<file path="config.mk">
export PLATFORM = sky130hd
export DESIGN_NAME = utf8_stream_decoder_unit
export DESIGN_NICKNAME = d
export VERILOG_FILES = /design/src/rtl/u8dec_pkg.sv /design/src/rtl/u8dec_front.sv /design/src/rtl/u8dec_queue.sv /design/src/rtl/u8dec_back.sv /design/src/rtl/utf8_stream_decoder_unit.sv
export SDC_FILE = /design/constraint.sdc
export NUM_CORES = 1
export LEC_CHECK = 0
export BUFFER_PORTS_ARGS = -buffer_cell sky130_fd_sc_hd__buf_2
export CAP_MARGIN = 20
export CORE_MARGIN = 2
export CORE_UTILIZATION = 57
export CTS_CLUSTER_SIZE = 20
export DETAILED_ROUTE_END_ITERATION = 8
export GPL_TIMING_DRIVEN = 0
export PLACE_DENSITY = 0.76
export SLEW_MARGIN = 30
export SYNTH_ARGS = -nofsm -noshare
export SYNTH_HDL_FRONTEND = slang
export SYNTH_HIERARCHICAL = 1
export SYNTH_SLANG_ARGS = --single-unit
</file>
<file path="constraint.sdc">
create_clock -name i_clk -period 3.26 [get_ports i_clk]
set_input_delay 0.163 -clock i_clk [delete_from_list [all_inputs] [get_ports i_clk]]
set_output_delay 0.163 -clock i_clk [all_outputs]
set_load 0.01 [all_outputs]
</file>
<file path="src/rtl/u8dec_pkg.sv">
// ============================================================================
// u8dec_pkg
// Shared types and constants for the UTF-8 stream decoder.
// ============================================================================
package u8dec_pkg;

    localparam int unsigned QUEUE_DEPTH = 2;

    localparam int unsigned CP_W  = 21;
    localparam int unsigned LEN_W = 3;
    localparam int unsigned ERR_W = 2;
    localparam int unsigned PAY_W = 7;

    // Error codes carried in error_kind
    localparam logic [ERR_W-1:0] ERR_NONE      = 2'd0;
    localparam logic [ERR_W-1:0] ERR_BAD_LEAD  = 2'd1;
    localparam logic [ERR_W-1:0] ERR_BAD_CONT  = 2'd2;
    localparam logic [ERR_W-1:0] ERR_TRUNCATED = 2'd3;

    // Sequence lengths
    localparam logic [LEN_W-1:0] LEN_ONE   = 3'd1;
    localparam logic [LEN_W-1:0] LEN_TWO   = 3'd2;
    localparam logic [LEN_W-1:0] LEN_THREE = 3'd3;
    localparam logic [LEN_W-1:0] LEN_FOUR  = 3'd4;

    // Byte classes decided by the front end
    typedef enum logic [2:0] {
        CLS_ASCII,
        CLS_LEAD2,
        CLS_LEAD3,
        CLS_LEAD4,
        CLS_CONT,
        CLS_BAD
    } t_byte_cls;

    typedef struct packed {
        logic [7:0] in_byte;
        logic       buffer_end;
    } t_in_beat;

    typedef struct packed {
        logic [CP_W-1:0]  code_point;
        logic [LEN_W-1:0] seq_length;
        logic [ERR_W-1:0] error_kind;
    } t_out_beat;

    // One classified byte as held in the queue
    typedef struct packed {
        t_byte_cls        cls;
        logic [PAY_W-1:0] payload;
        logic             last;
    } t_cls_beat;

endpackage

</file>
<file path="src/rtl/u8dec_front.sv">
// ============================================================================
// u8dec_front
// Classifies each incoming byte and strips its marker bits.
// ============================================================================
module u8dec_front
    import u8dec_pkg::*;
(
    input  t_in_beat  i_beat,
    output t_cls_beat o_cls_beat
);

    always_comb begin
        o_cls_beat.last    = i_beat.buffer_end;
        o_cls_beat.payload = '0;
        if (i_beat.in_byte[7] == 1'b0) begin
            o_cls_beat.cls     = CLS_ASCII;
            o_cls_beat.payload = i_beat.in_byte[6:0];
        end else if (i_beat.in_byte[7:6] == 2'b10) begin
            o_cls_beat.cls     = CLS_CONT;
            o_cls_beat.payload = {1'b0, i_beat.in_byte[5:0]};
        end else if (i_beat.in_byte[7:5] == 3'b110) begin
            o_cls_beat.cls     = CLS_LEAD2;
            o_cls_beat.payload = {2'b00, i_beat.in_byte[4:0]};
        end else if (i_beat.in_byte[7:4] == 4'b1110) begin
            o_cls_beat.cls     = CLS_LEAD3;
            o_cls_beat.payload = {3'b000, i_beat.in_byte[3:0]};
        end else if (i_beat.in_byte[7:3] == 5'b11110) begin
            o_cls_beat.cls     = CLS_LEAD4;
            o_cls_beat.payload = {4'b0000, i_beat.in_byte[2:0]};
        end else begin
            o_cls_beat.cls     = CLS_BAD;
        end
    end

endmodule

</file>
<file path="src/rtl/u8dec_queue.sv">
// ============================================================================
// u8dec_queue
// Short register FIFO of classified bytes between front and back end.
// ============================================================================
module u8dec_queue
    import u8dec_pkg::*;
#(
    parameter int unsigned P_DEPTH = QUEUE_DEPTH
) (
    input  logic      i_clk,
    input  logic      i_rst_n,
    input  logic      i_push,
    input  t_cls_beat i_push_beat,
    output logic      o_full,
    input  logic      i_pop,
    output logic      o_not_empty,
    output t_cls_beat o_head
);

    localparam int unsigned PTR_W = (P_DEPTH > 1) ? $clog2(P_DEPTH) : 1;
    localparam int unsigned CNT_W = $clog2(P_DEPTH + 1);
    localparam logic [PTR_W-1:0] LAST_PTR = PTR_W'(P_DEPTH - 1);
    localparam logic [CNT_W-1:0] FULL_CNT = CNT_W'(P_DEPTH);

    t_cls_beat        r_slot [P_DEPTH];
    logic [PTR_W-1:0] r_wr_ptr, n_wr_ptr;
    logic [PTR_W-1:0] r_rd_ptr, n_rd_ptr;
    logic [CNT_W-1:0] r_count, n_count;

    assign o_full      = (r_count == FULL_CNT);
    assign o_not_empty = (r_count != '0);
    assign o_head      = r_slot[r_rd_ptr];

    always_comb begin
        n_wr_ptr = r_wr_ptr;
        n_rd_ptr = r_rd_ptr;
        n_count  = r_count;
        if (i_push) begin
            n_wr_ptr = (r_wr_ptr == LAST_PTR) ? '0 : r_wr_ptr + 1'b1;
        end
        if (i_pop) begin
            n_rd_ptr = (r_rd_ptr == LAST_PTR) ? '0 : r_rd_ptr + 1'b1;
        end
        if (i_push && !i_pop) begin
            n_count = r_count + 1'b1;
        end else if (!i_push && i_pop) begin
            n_count = r_count - 1'b1;
        end
    end

    always_ff @(posedge i_clk) begin
        if (!i_rst_n) begin
            r_wr_ptr <= '0;
            r_rd_ptr <= '0;
            r_count  <= '0;
        end else begin
            r_wr_ptr <= n_wr_ptr;
            r_rd_ptr <= n_rd_ptr;
            r_count  <= n_count;
        end
    end

    always_ff @(posedge i_clk) begin
        if (i_push) begin
            r_slot[r_wr_ptr] <= i_push_beat;
        end
    end

endmodule

</file>
<file path="src/rtl/u8dec_back.sv">
// ============================================================================
// u8dec_back
// Sequence state, accumulator and the result register.
// ============================================================================
module u8dec_back
    import u8dec_pkg::*;
(
    input  logic      i_clk,
    input  logic      i_rst_n,
    input  logic      i_head_valid,
    input  t_cls_beat i_head,
    output logic      o_pop,
    output logic      o_out_valid,
    input  logic      i_out_stall,
    output t_out_beat o_out_beat
);

    logic [CP_W-1:0]  r_acc, n_acc;
    logic [1:0]       r_pend, n_pend;
    logic [LEN_W-1:0] r_size, n_size;
    logic             r_out_valid, n_out_valid;
    t_out_beat        r_out_beat, n_out_beat;

    logic             res_valid;
    t_out_beat        res_beat;
    logic [CP_W-1:0]  shifted;
    logic             can_load;

    assign can_load    = !r_out_valid || !i_out_stall;
    assign o_pop       = i_head_valid && can_load;
    assign o_out_valid = r_out_valid;
    assign o_out_beat  = r_out_beat;
    assign shifted     = {r_acc[CP_W-7:0], i_head.payload[5:0]};

    always_comb begin
        n_acc     = r_acc;
        n_pend    = r_pend;
        n_size    = r_size;
        res_valid = 1'b0;
        res_beat  = '{code_point: '0, seq_length: '0, error_kind: ERR_NONE};
        if (o_pop) begin
            if (r_pend == 2'd0) begin
                unique case (i_head.cls) inside
                    CLS_ASCII: begin
                        res_valid           = 1'b1;
                        res_beat.code_point = CP_W'(i_head.payload);
                        res_beat.seq_length = LEN_ONE;
                    end
                    CLS_LEAD2, CLS_LEAD3, CLS_LEAD4: begin
                        if (i_head.last) begin
                            res_valid           = 1'b1;
                            res_beat.error_kind = ERR_TRUNCATED;
                        end else begin
                            n_acc = CP_W'(i_head.payload);
                            unique case (i_head.cls)
                                CLS_LEAD2: begin
                                    n_pend = 2'd1;
                                    n_size = LEN_TWO;
                                end
                                CLS_LEAD3: begin
                                    n_pend = 2'd2;
                                    n_size = LEN_THREE;
                                end
                                default: begin
                                    n_pend = 2'd3;
                                    n_size = LEN_FOUR;
                                end
                            endcase
                        end
                    end
                    default: begin
                        res_valid           = 1'b1;
                        res_beat.error_kind = ERR_BAD_LEAD;
                    end
                endcase
            end else if (i_head.cls != CLS_CONT) begin
                res_valid           = 1'b1;
                res_beat.error_kind = ERR_BAD_CONT;
                n_acc  = '0;
                n_pend = 2'd0;
                n_size = '0;
            end else if (r_pend == 2'd1) begin
                res_valid           = 1'b1;
                res_beat.code_point = shifted;
                res_beat.seq_length = r_size;
                n_acc  = '0;
                n_pend = 2'd0;
                n_size = '0;
            end else if (i_head.last) begin
                res_valid           = 1'b1;
                res_beat.error_kind = ERR_TRUNCATED;
                n_acc  = '0;
                n_pend = 2'd0;
                n_size = '0;
            end else begin
                n_acc  = shifted;
                n_pend = r_pend - 2'd1;
            end
        end
    end

    always_comb begin
        n_out_valid = r_out_valid;
        n_out_beat  = r_out_beat;
        if (can_load) begin
            n_out_valid = res_valid;
            if (res_valid) begin
                n_out_beat = res_beat;
            end
        end
    end

    always_ff @(posedge i_clk) begin
        if (!i_rst_n) begin
            r_acc       <= '0;
            r_pend      <= 2'd0;
            r_size      <= '0;
            r_out_valid <= 1'b0;
        end else begin
            r_acc       <= n_acc;
            r_pend      <= n_pend;
            r_size      <= n_size;
            r_out_valid <= n_out_valid;
        end
    end

    always_ff @(posedge i_clk) begin
        r_out_beat <= n_out_beat;
    end

endmodule

</file>
<file path="src/rtl/utf8_stream_decoder_unit.sv">
// ============================================================================
// utf8_stream_decoder_unit
// Streaming UTF-8 decoder: one byte in, zero or one scalar result out.
// ============================================================================
//
//  Channel | Direction | Handshake                  | Beat
//  --------+-----------+----------------------------+------------------------
//  in      | input     | i_in_valid / o_in_stall    | i_in_beat  (t_in_beat)
//  out     | output    | o_out_valid / i_out_stall  | o_out_beat (t_out_beat)
//
//  One byte per cycle sustained while i_out_stall does not hold the result
//  register. An accepted byte is written into a queue slot and decoded from
//  there into the result register. The queue holds P_QUEUE_DEPTH classified
//  bytes; o_in_stall rises only when it is full, i.e. when i_out_stall has
//  been holding the result register. Reset is synchronous and leaves the
//  block idle with an empty queue and no pending result.
//
// Front end: classify the byte (ASCII, lead of 2/3/4, continuation, bad lead)
// and strip its marker bits. The queue decouples it from the back end, which
// owns the sequence state and the result register.
// ============================================================================
module utf8_stream_decoder_unit
    import u8dec_pkg::*;
#(
    parameter int unsigned P_QUEUE_DEPTH = QUEUE_DEPTH
) (
    input  logic      i_clk,
    input  logic      i_rst_n,
    input  logic      i_in_valid,
    output logic      o_in_stall,
    input  t_in_beat  i_in_beat,
    output logic      o_out_valid,
    input  logic      i_out_stall,
    output t_out_beat o_out_beat
);

    t_cls_beat cls_beat;
    t_cls_beat head;
    logic      q_full;
    logic      q_not_empty;
    logic      pop;
    logic      push;

    // Take a beat whenever the queue has room
    assign o_in_stall = q_full;
    assign push       = i_in_valid && !q_full;

    u8dec_front u_front (
        .i_beat     (i_in_beat),
        .o_cls_beat (cls_beat)
    );

    u8dec_queue #(
        .P_DEPTH (P_QUEUE_DEPTH)
    ) u_queue (
        .i_clk       (i_clk),
        .i_rst_n     (i_rst_n),
        .i_push      (push),
        .i_push_beat (cls_beat),
        .o_full      (q_full),
        .i_pop       (pop),
        .o_not_empty (q_not_empty),
        .o_head      (head)
    );

    // Advance the sequence state and load the result register
    u8dec_back u_back (
        .i_clk        (i_clk),
        .i_rst_n      (i_rst_n),
        .i_head_valid (q_not_empty),
        .i_head       (head),
        .o_pop        (pop),
        .o_out_valid  (o_out_valid),
        .i_out_stall  (i_out_stall),
        .o_out_beat   (o_out_beat)
    );

endmodule

</file>
==> out/metrics.yaml, run 1 <==
grt_pass1_vias: 2001
die_area_um2: 6320
crit_required_ns: 3.23
cts_tree: "done"
wl_per_cell_um: 14.3
slew_headroom: 0.542
status: "finished, final reports clean"
hold_viol: 0
cts.sinks: 74
drv_cap: 0
dp.cells: 380
hold_path_class: "in2reg"
cts.htree.levels: 3
slowest_delay_ns: 0.54
finalSetupViolCount: 0
dpl.hpwl_mm: 3.90
post-route-util: 0.684
ctsResizeCount: 0
postCtsSetupBuffers: 0
num_rows: 27
drt_wl_total_mm: 5.68
place_ws_ns: 0.656
cts_hold_buf: 1
synthArstFlopShare: 0
slowest_stage: "nor2_4"
worstSetupPathType: "reg2reg"
design_area_um2: 3770
antenna_found_initial: 0
crit_top_cell: "buf_2"
synth-main-ff-cell: "edfxtp_1"
clk_pin_slew_ns: 0.07
gr-usage-met2: 0.332
die_height_um: 79.5
synth_area_um2: 3250
rrSetupSlack_ns: 0.66
slew_violations: 0
end_kind: "flop"
timing.final.ws_setup_ns: 0.657
vdd_drop_max_mv: 0.496
num_io_pins: 41
p_leak_nw: 1.50
crit_fanout: 26
die_w_um: 79.5
synthCells: 269
clockBufferDepth: 2
fillers: 424
drive_gt1_frac: 0.280
use_met1: 0.255
clkLatencyLatePin_ns: 0.34
coreArea_um2: 5510
cts-root-buf: "clkbuf_8"
synth-edff-count: 48
syn2layout_area_growth_pct: 16.0
placed_area_um2: 3540
min_period_ns: 2.60
grt-ovfl-total: 0
fin_crit_sh: 0.798
multiInputGateArea_um2: 1180
yosysUniqueCellTypes: 53
synth-seq-area-share: 0.604
vias_per_cell: 5.25
power_density_nw_per_um2: 902
worstMarginPinSlew_ns: 0.685
seqCellArea_um2: 1960
yosys_warnings: 6
cp_cell_sequence: "buf_2 > mux2_2 > buf_2 > or2_1 > a22oi_1 > nor2_1 > nor2_4"
rsz0062_at_grt: "no"
stdcell_count: 397
drc: 0
max_freq_mhz: 384
drt_iter0_markers: 122
vias: 2085
ys_ff_latch: 74
drt-pass1-iter-count: 4
cts_buffers: 9
n_antenna_cell: 0
track_usage: 0.204
fin_worst_skew_ns: 0.00795
avgSynthCellArea_um2: 12.1
nNetsFinal: 336
grt_max_degree: 27
port_buffers: 39
synth_fp_nets: 285
grt_pass1_wl_mm: 9.57
grt_use_met3: 0.0486
busiest_layer: "met2"
crit_path_start_kind: "flop"
gp_congestion: 0.810
initial_core_util: 0.590
antenna_left: 0
cp.arrival_ns: 2.57
layer usage:
layer | share of wire | vias to the layer above
li1 | - | 1063
met1 | 0.44 | 969
met2 | 0.50 | 47
met3 | 0.044 | 6
met4 | 0.016 | 0
met5 | 0 | -
final timing paths:
check	start	to	depth (start not counted)
hold reg to reg	u_back/r_acc[13]$_SDFFE_PN0P_	u_back/r_acc[13]$_SDFFE_PN0P_	2
hold / removal	i_out_stall	u_back/o_out_valid$_SDFFE_PN0N_	3
setup reg to reg	flop	u_back/o_out_beat[5]$_SDFFCE_PP0P_	7
setup / recovery	flop	u_back/o_out_beat[5]$_SDFFCE_PP0P_	7
power breakdown:
part | switching (mW) | total [mW] | internal [mW] | leakage, nW
clock | 0.310 | 0.762 | 0.452 | 0.108
sequential | 0.0894 | 1.41 | 1.32 | 0.674
combinational | 0.736 | 1.22 | 0.485 | 0.718
total | 1.14 | 3.40 | 2.26 | 1.50
synthesized netlist by cell type (2+ instances only):
| master | instances | area [µm²] |
|---|---|---|
| dfxtp_1 | 26 | 521 |
| a21boi_0 | 2 | 15.0 |
| edfxtp_1 | 48 | 1440 |
| nor3_1 | 2 | 10.0 |
| nand2_1 | 24 | 90.1 |
| nor2b_4 | 2 | 27.5 |
| and2_1 | 28 | 175 |
| nand3_1 | 12 | 60.1 |
| mux2i_1 | 10 | 100 |
| o21ai_0 | 6 | 30.0 |
| a31o_1 | 6 | 52.6 |
| a311oi_1 | 2 | 17.5 |
| mux2_2 | 11 | 124 |
| buf_2 | 7 | 35.0 |
| buf_6 | 2 | 22.5 |
| a21oi_1 | 17 | 85.1 |
| nor2b_1 | 2 | 12.5 |
| nor2_2 | 2 | 12.5 |
| inv_1 | 7 | 26.3 |
| buf_4 | 2 | 15.0 |
| a21boi_1 | 2 | 15.0 |
| nand2b_1 | 4 | 25.0 |
| o21a_1 | 2 | 15.0 |
| nor2_1 | 7 | 26.3 |
| clkbuf_1 | 4 | 15.0 |
| ha_1 | 3 | 37.5 |
| xor2_1 | 3 | 26.3 |
cell type report:
class                   instances  share of cell area
plain buffers                  15              0.0232
inverters                       8             0.00797
repair buffers                 40              0.0545
well taps                      72              0.0239
clock inverters                 3              0.0173
flip-flops and latches         74               0.521
multi-input cells             172               0.313
clock buffers                  13              0.0395
registers in the layout, indices dropped and copies added (netlist names), named ones only:
name,flops
u_back/r_acc,15
u_queue/r_count,2
u_queue/r_rd_ptr,1
u_back/r_size,3
u_back/o_out_beat,26
u_queue/r_slot,22
u_back/r_pend,2
u_back/o_out_valid,1
u_queue/r_wr_ptr,1
through the flow:
step	setup TNS [ns]	hold WS, ns	power (mW)
floorplan	0	0.281	2.31
global placement	-5.43	0.348	2.63
detailed placement	0	0.353	2.66
CTS	0	0.0903	3.42
global route	0	0.134	3.64
finish	0	0.111	3.40
worst max-delay path: cells and delay by family (launching register included):
kind	cells	cell delay, ns
multiplexers	1	0.36
flip-flops	1	0.34
buffers and inverters	2	0.44
AO/OA/AOI/OAI	1	0.20
AND/OR/NAND/NOR	3	0.87
cell families after synthesis:
group,share of synthesized area
multiplexers,0.0690
buffers and inverters,0.0362
XOR/XNOR,0.0108
adder cells (fa/ha/maj),0.0116
AND/OR/NAND/NOR,0.166
flip-flops,0.604
AO/OA/AOI/OAI,0.102
placed cells by master, fill, tap and decap left out, types with 2 or more instances in the layout:
master     instances
buf_2             46
ha_1               3
nor2_1             6
a21oi_1           17
and2_1            28
a21boi_0           2
nand2_1           24
mux2_2            11
xor2_1             3
nor2_2             2
mux2i_1           10
inv_1              7
o21ai_0            6
a311oi_1           2
bufinv_16          2
dfxtp_1           26
nor3_1             2
nor2b_4            2
nand2b_1           4
a31o_1             6
clkbuf_1           7
o21a_1             2
edfxtp_1          48
buf_6              2
nand3_1           12
a21boi_1           2
buf_4              2
clkbuf_8          10
(Power assumes the default switching activity.)
==> run 2: changes to the inputs <==
==> constraint.sdc (replaced) <==
create_clock -name i_clk -period 2.52 [get_ports i_clk]
set_input_delay 0.126 -clock i_clk [delete_from_list [all_inputs] [get_ports i_clk]]
set_output_delay 0.126 -clock i_clk [all_outputs]
set_load 0.01 [all_outputs]
==> out/metrics.yaml, run 2 (synthesis results as in run 1) <==
end_kind: "flop"
largest_reg_flops: 26
placed_area_um2: 3540
crit_fanout: 13
max_freq_mhz: 420
cts.htree.levels: 3
finalSetupViolCount: 0
antenna_found_initial: 0
power_frac_comb: 0.381
crit_path_start_kind: "flop"
port_buffers: 39
hold_viol: 0
vias: 2138
num_rows: 27
final_cell_mix: "edfxtp_1 (48), buf_2 (46), and2_1 (28)"
grt_pass1_wl_mm: 9.33
clkLatencyLatePin_ns: 0.34
crit_family: "simple AND/OR/NAND/NOR gates"
rsz0062_at_grt: "no"
worstMarginPinSlew_ns: 0.617
dp.cells: 380
worstSetupPathType: "reg2reg"
vdd_drop_max_mv: 0.565
vias_per_cell: 5.35
drive_gt1_frac: 0.287
status: "finished, final reports clean"
grt-ovfl-total: 0
min_delay_worst_endpoint: "u_back/o_out_valid$_SDFFE_PN0N_"
post-route-util: 0.693
n_antenna_cell: 0
seqCellArea_um2: 1960
antenna_left: 0
drt_wl_total_mm: 5.63
hold-worst-slack_ns: 0.0775
nNetsFinal: 339
wl_per_cell_um: 14.1
num_io_pins: 41
fin_worst_skew_ns: 0.0111
clkPwrFrac: 0.213
swShare: 0.338
p_leak_nw: 1.52
drt-pass1-iter-count: 4
rrSetupSlack_ns: 0.14
cts_tree: "done"
cts_buffers: 9
stdcell_count: 400
fin_crit_sh: 0.944
p_int_mw: 2.98
syn2layout_area_growth_pct: 17.5
clockBufferDepth: 2
slowest_delay_ns: 0.36
clk_pin_slew_ns: 0.08
multiInputGateArea_um2: 1200
path_buf_inv: 3
p_total_mw: 4.50
track_usage: 0.200
gp_congestion: 0.812
slew_headroom: 0.587
cp_cell_sequence: "buf_2 > mux2_2 > buf_2 > and2b_1 > a22oi_1 > nor2_2 > nor2_4 > buf_12"
holdPathStages: 3
die_area_um2: 6320
layout_commonest_cell: "edfxtp_1"
grt_pass1_vias: 1942
fillers: 401
coreArea_um2: 5510
initial_core_util: 0.590
crit_required_ns: 2.62
hold_path_class: "in2reg"
hp-start: "i_out_stall"
design_area_um2: 3820
drt_iter0_markers: 99
r2r_end: "u_back/o_out_beat[23]$_SDFFCE_PP0P_"
reg2reg_depth: 8
dpl.hpwl_mm: 3.73
crit_top_cell: "buf_2"
min_period_ns: 2.38
cp.arrival_ns: 2.48
grt_max_degree: 14
power_density_nw_per_um2: 1180
cts.sinks: 74
switching_power_mw: 1.52
seq_power_share: 0.406
drv_cap: 0
die_height_um: 79.5
die_w_um: 79.5
slowest_stage: "mux2_2"
cts-root-buf: "clkbuf_8"
slew_violations: 0
drc: 0
==> run 2: how the worst max path moves through the flow <==
stage	depth (start not counted)	slack (ns)	end
floorplan	7	0.22	u_back/o_out_beat[0]$_SDFFCE_PP0P_
global placement	7	-0.03	u_back/o_out_beat[9]$_SDFFCE_PP0P_
detailed placement	7	-0.09	u_back/o_out_beat[14]$_SDFFCE_PP0P_
CTS	7	0.05	u_back/o_out_beat[2]$_SDFFCE_PP0P_
global route	8	0.0003	u_queue/r_count[1]$_SDFFE_PN0P_
finish	8	0.14	u_back/o_out_beat[23]$_SDFFCE_PP0P_
==> run 2: area by class of cell <==
type                    count  share of cell area
clock buffers              13              0.0364
well taps                  72              0.0236
repair buffers             42              0.0643
inverters                   8             0.00787
clock inverters             3              0.0170
flip-flops and latches     74               0.514
multi-input cells         173               0.314
plain buffers              15              0.0230
==> run 2: worst register-to-register path, delay by kind of cell, from the launching register on <==
| kind | cells | cell delay (ns) |
|---|---|---|
| multiplexers | 1 | 0.36 |
| AND/OR/NAND/NOR | 3 | 0.69 |
| buffers and inverters | 3 | 0.59 |
| flip-flops | 1 | 0.34 |
| AO/OA/AOI/OAI | 1 | 0.14 |
==> run 2: timing repair <==
item	CTS	global route
endpoints found under the hold margin	2	0
cloned	1	0
setup endpoints to repair	26	27
resized for setup	1	2
hold buffers	1	0
pin swaps	0	2
setup buffers	0	2
==> run 2: power by group through the flow <==
stage          clock network (mW)  registers (mW)  logic, mW
2_1_floorplan                   0            1.96       1.03
3_3_place_gp                    0            1.84       1.56
3_5_place_dp                    0            1.86       1.58
4_1_cts                     0.980            1.83       1.62
5_1_grt                      1.03            1.86       1.90
6_report                    0.959            1.83       1.71
==> run 2: per-layer routing <==
| layer | track usage | vias to the layer above | routed length, µm |
|---|---|---|---|
| met5 | 0 | - | 0 |
| met4 | 0.119 | 0 | 137 |
| met3 | 0.0486 | 16 | 232 |
| met2 | 0.320 | 57 | 2800 |
| met1 | 0.246 | 999 | 2450 |
| li1 | - | 1066 | - |
==> run 2: stage by stage <==
stage                     setup slack [ns]  TNS [ns]
after detailed placement           -0.0885     -2.25
after global placement             -0.0335    -0.815
final                                0.142         0
after floorplan                      0.221         0
after CTS                           0.0529         0
after global routing              0.000293         0
==> run 3: changes to the inputs <==
--- a/config.mk
+++ b/config.mk
@@ -5,14 +5,15 @@
 export SDC_FILE = /design/constraint.sdc
 export NUM_CORES = 1
 export LEC_CHECK = 0
+export ABC_AREA = 1
 export BUFFER_PORTS_ARGS = -buffer_cell sky130_fd_sc_hd__buf_2
 export CAP_MARGIN = 20
 export CORE_MARGIN = 2
-export CORE_UTILIZATION = 57
+export CORE_UTILIZATION = 45
 export CTS_CLUSTER_SIZE = 20
 export DETAILED_ROUTE_END_ITERATION = 8
 export GPL_TIMING_DRIVEN = 0
-export PLACE_DENSITY = 0.76
+export PLACE_DENSITY = 0.61
 export SLEW_MARGIN = 30
 export SYNTH_ARGS = -nofsm -noshare
 export SYNTH_HDL_FRONTEND = slang
==> constraint.sdc (replaced) <==
create_clock -name i_clk -period 2.46 [get_ports i_clk]
set_input_delay 0.123 -clock i_clk [delete_from_list [all_inputs] [get_ports i_clk]]
set_output_delay 0.123 -clock i_clk [all_outputs]
set_load 0.01 [all_outputs]
==> out/metrics.yaml, run 3 <==
drt_iter0_markers: 90
cp.arrival_ns: 2.32
port_buffers: 39
vdd_drop_max_mv: 0.449
cts_buffers: 9
num_rows: 31
status: "finished, final reports clean"
drt-pass1-iter-count: 4
avgSynthCellArea_um2: 10.1
synth_area_leaders: "edfxtp_1 (43%), dfxtp_1 (16%), nor2_1 (6.7%), nand2_1 (6.0%), inv_1 (5.1%)"
die_w_um: 90.3
min_period_ns: 2.20
worstMarginPinSlew_ns: 0.564
vias_per_cell: 4.58
synth_area_um2: 3350
worstSetupPathType: "reg2reg"
synth-seq-area-share: 0.585
rrSetupSlack_ns: 0.26
drive_gt1_frac: 0.282
cp-endpoint: "u_back/o_out_beat[17]$_SDFFCE_PP0P_"
fin_worst_skew_ns: 0.0125
coreArea_um2: 7250
grt_max_degree: 14
max_freq_mhz: 454
hold_path_class: "in2reg"
power_density_nw_per_um2: 1280
slew_headroom: 0.623
finalSetupViolCount: 0
grt-ovfl-total: 0
stdcell_count: 492
dp.cells: 471
end_kind: "flop"
cts.sinks: 74
synth-main-ff-cell: "edfxtp_1"
design_area_um2: 3950
drv_cap: 0
die_height_um: 90.3
hold_viol: 0
placed_area_um2: 3670
antenna_found_initial: 0
p_total_mw: 5.06
yosysUniqueCellTypes: 27
synth.largest_area_cell: "edfxtp_1"
layout_commonest_cell: "nor2_1"
nNetsFinal: 404
synth_common_cells: "nor2_1 (60), nand2_1 (54), edfxtp_1 (48), inv_1 (46), dfxtp_1 (26)"
n_antenna_cell: 0
grt_pass1_vias: 2116
crit_fanout: 10
dpl.hpwl_mm: 4.18
synth_top_area_share: 0.430
slew_violations: 0
fin_crit_sh: 0.896
syn2layout_area_growth_pct: 17.6
post-route-util: 0.544
crit_path_start_kind: "flop"
antenna_left: 0
final_cell_mix: "nor2_1 (59), nand2_1 (54), edfxtp_1 (48)"
ys_ff_latch: 74
cts.htree.levels: 3
r2r_end: "u_back/o_out_beat[17]$_SDFFCE_PP0P_"
track_usage: 0.156
synthMostInstantiatedCell: "nor2_1"
crit_required_ns: 2.57
die_area_um2: 8160
gp_congestion: 0.831
drt_wl_total_mm: 5.86
reg2reg_depth: 7
clkLatencyLatePin_ns: 0.36
clk_pin_slew_ns: 0.07
synthArstFlopShare: 0
initial_core_util: 0.462
yosys_warnings: 6
cts-root-buf: "clkbuf_8"
drc: 0
synthCells: 333
fillers: 684
vias: 2253
synth_fp_nets: 349
cts_tree: "done"
num_io_pins: 41
wl_per_cell_um: 11.9
largest_reg_flops: 26
grt_pass1_wl_mm: 9.89
synth-edff-count: 48
clockBufferDepth: 2
p_leak_nw: 1.70
rsz0062_at_grt: "no"
run 3: cell types whose count changed in the layout (fill, tap and decap cells not counted), sizes merged, moves of 4 or more:
cell,delta
o21ai,+5
nand3,+7
inv,+45
mux2i,-10
nor2,+63
nor2b,-4
clkbuf,-7
and2,-28
clkinvlp,+4
nand2b,-4
a31o,-7
nand2,+35
run 3: cell type report:
class / count / area, µm² / share of cell area
sequential: 74 / 1960 / 0.497
multi-input combinational: 198 / 1120 / 0.284
timing repair buffer: 43 / 240 / 0.0609
inverter: 54 / 209 / 0.0530
clock buffer: 10 / 149 / 0.0377
tap: 99 / 124 / 0.0314
buffer: 7 / 71.3 / 0.0181
clock inverter: 6 / 63.8 / 0.0162
timing repair inverter: 1 / 7.51 / 0.00190
run 3: kinds of logic after synthesis:
family	synth area share
AND/OR/NAND/NOR	0.232
flip-flops	0.585
buffers and inverters	0.0824
AO/OA/AOI/OAI	0.0410
multiplexers	0.0481
adder cells (fa/ha/maj)	0.0112
run 3: routing by layer:
| metal | part of all wire | global-route usage | up-vias |
|---|---|---|---|
| li1 | - | - | 1180 |
| met1 | 0.46 | 0.195 | 1029 |
| met2 | 0.48 | 0.253 | 35 |
| met3 | 0.036 | 0.0526 | 9 |
| met4 | 0.019 | 0.0577 | 0 |
| met5 | 0 | 0 | - |
run 3: worst min path at each step:
stage                             from  slack (ns)                              end  cells past startpoint
after floorplan                i_rst_n        0.24    u_queue/r_wr_ptr$_SDFFE_PN0P_                      2
after global placement    i_in_beat[0]        0.31   u_queue/r_slot[0][0]$_DFFE_PP_                      1
after detailed placement  i_in_beat[0]        0.31   u_queue/r_slot[0][0]$_DFFE_PP_                      1
after CTS                      i_rst_n        0.03  u_queue/r_count[1]$_SDFFE_PN0P_                      3
after global routing           i_rst_n        0.04  u_queue/r_count[1]$_SDFFE_PN0P_                      3
final                          i_rst_n        0.05  u_queue/r_count[1]$_SDFFE_PN0P_                      3
run 3: where the power goes:
part           internal (mW)  switching (mW)
registers               1.86           0.126
logic                  0.765            1.34
clock network          0.527           0.446
run 3: timing repair:
| action | CTS | global route |
|---|---|---|
| setup buffers | 0 | 3 |
| resized for setup | 2 | 0 |
| endpoints found under the hold margin | 2 | 0 |
| gates cloned | 1 | 0 |
| setup endpoints to repair | 26 | 26 |
| hold buffers | 1 | 0 |
run 3: critical path, cell delays in order (launching register included):
cell and delay, ns:
dfxtp_1 0.36, buf_6 0.19, mux2_4 0.33, nor2_1 0.24, nand4_2 0.20, nand3_1 0.31
clkinvlp_4 0.15, buf_4 0.19
run 3: stage by stage:
stage | setup WS [ns] | TNS, ns | hold WS, ns
floorplan | 0.355 | 0 | 0.244
global placement | 0.0406 | 0 | 0.308
detailed placement | -0.0369 | -0.894 | 0.311
CTS | 0.0767 | 0 | 0.0312
global route | 0.126 | 0 | 0.0366
finish | 0.256 | 0 | 0.0453
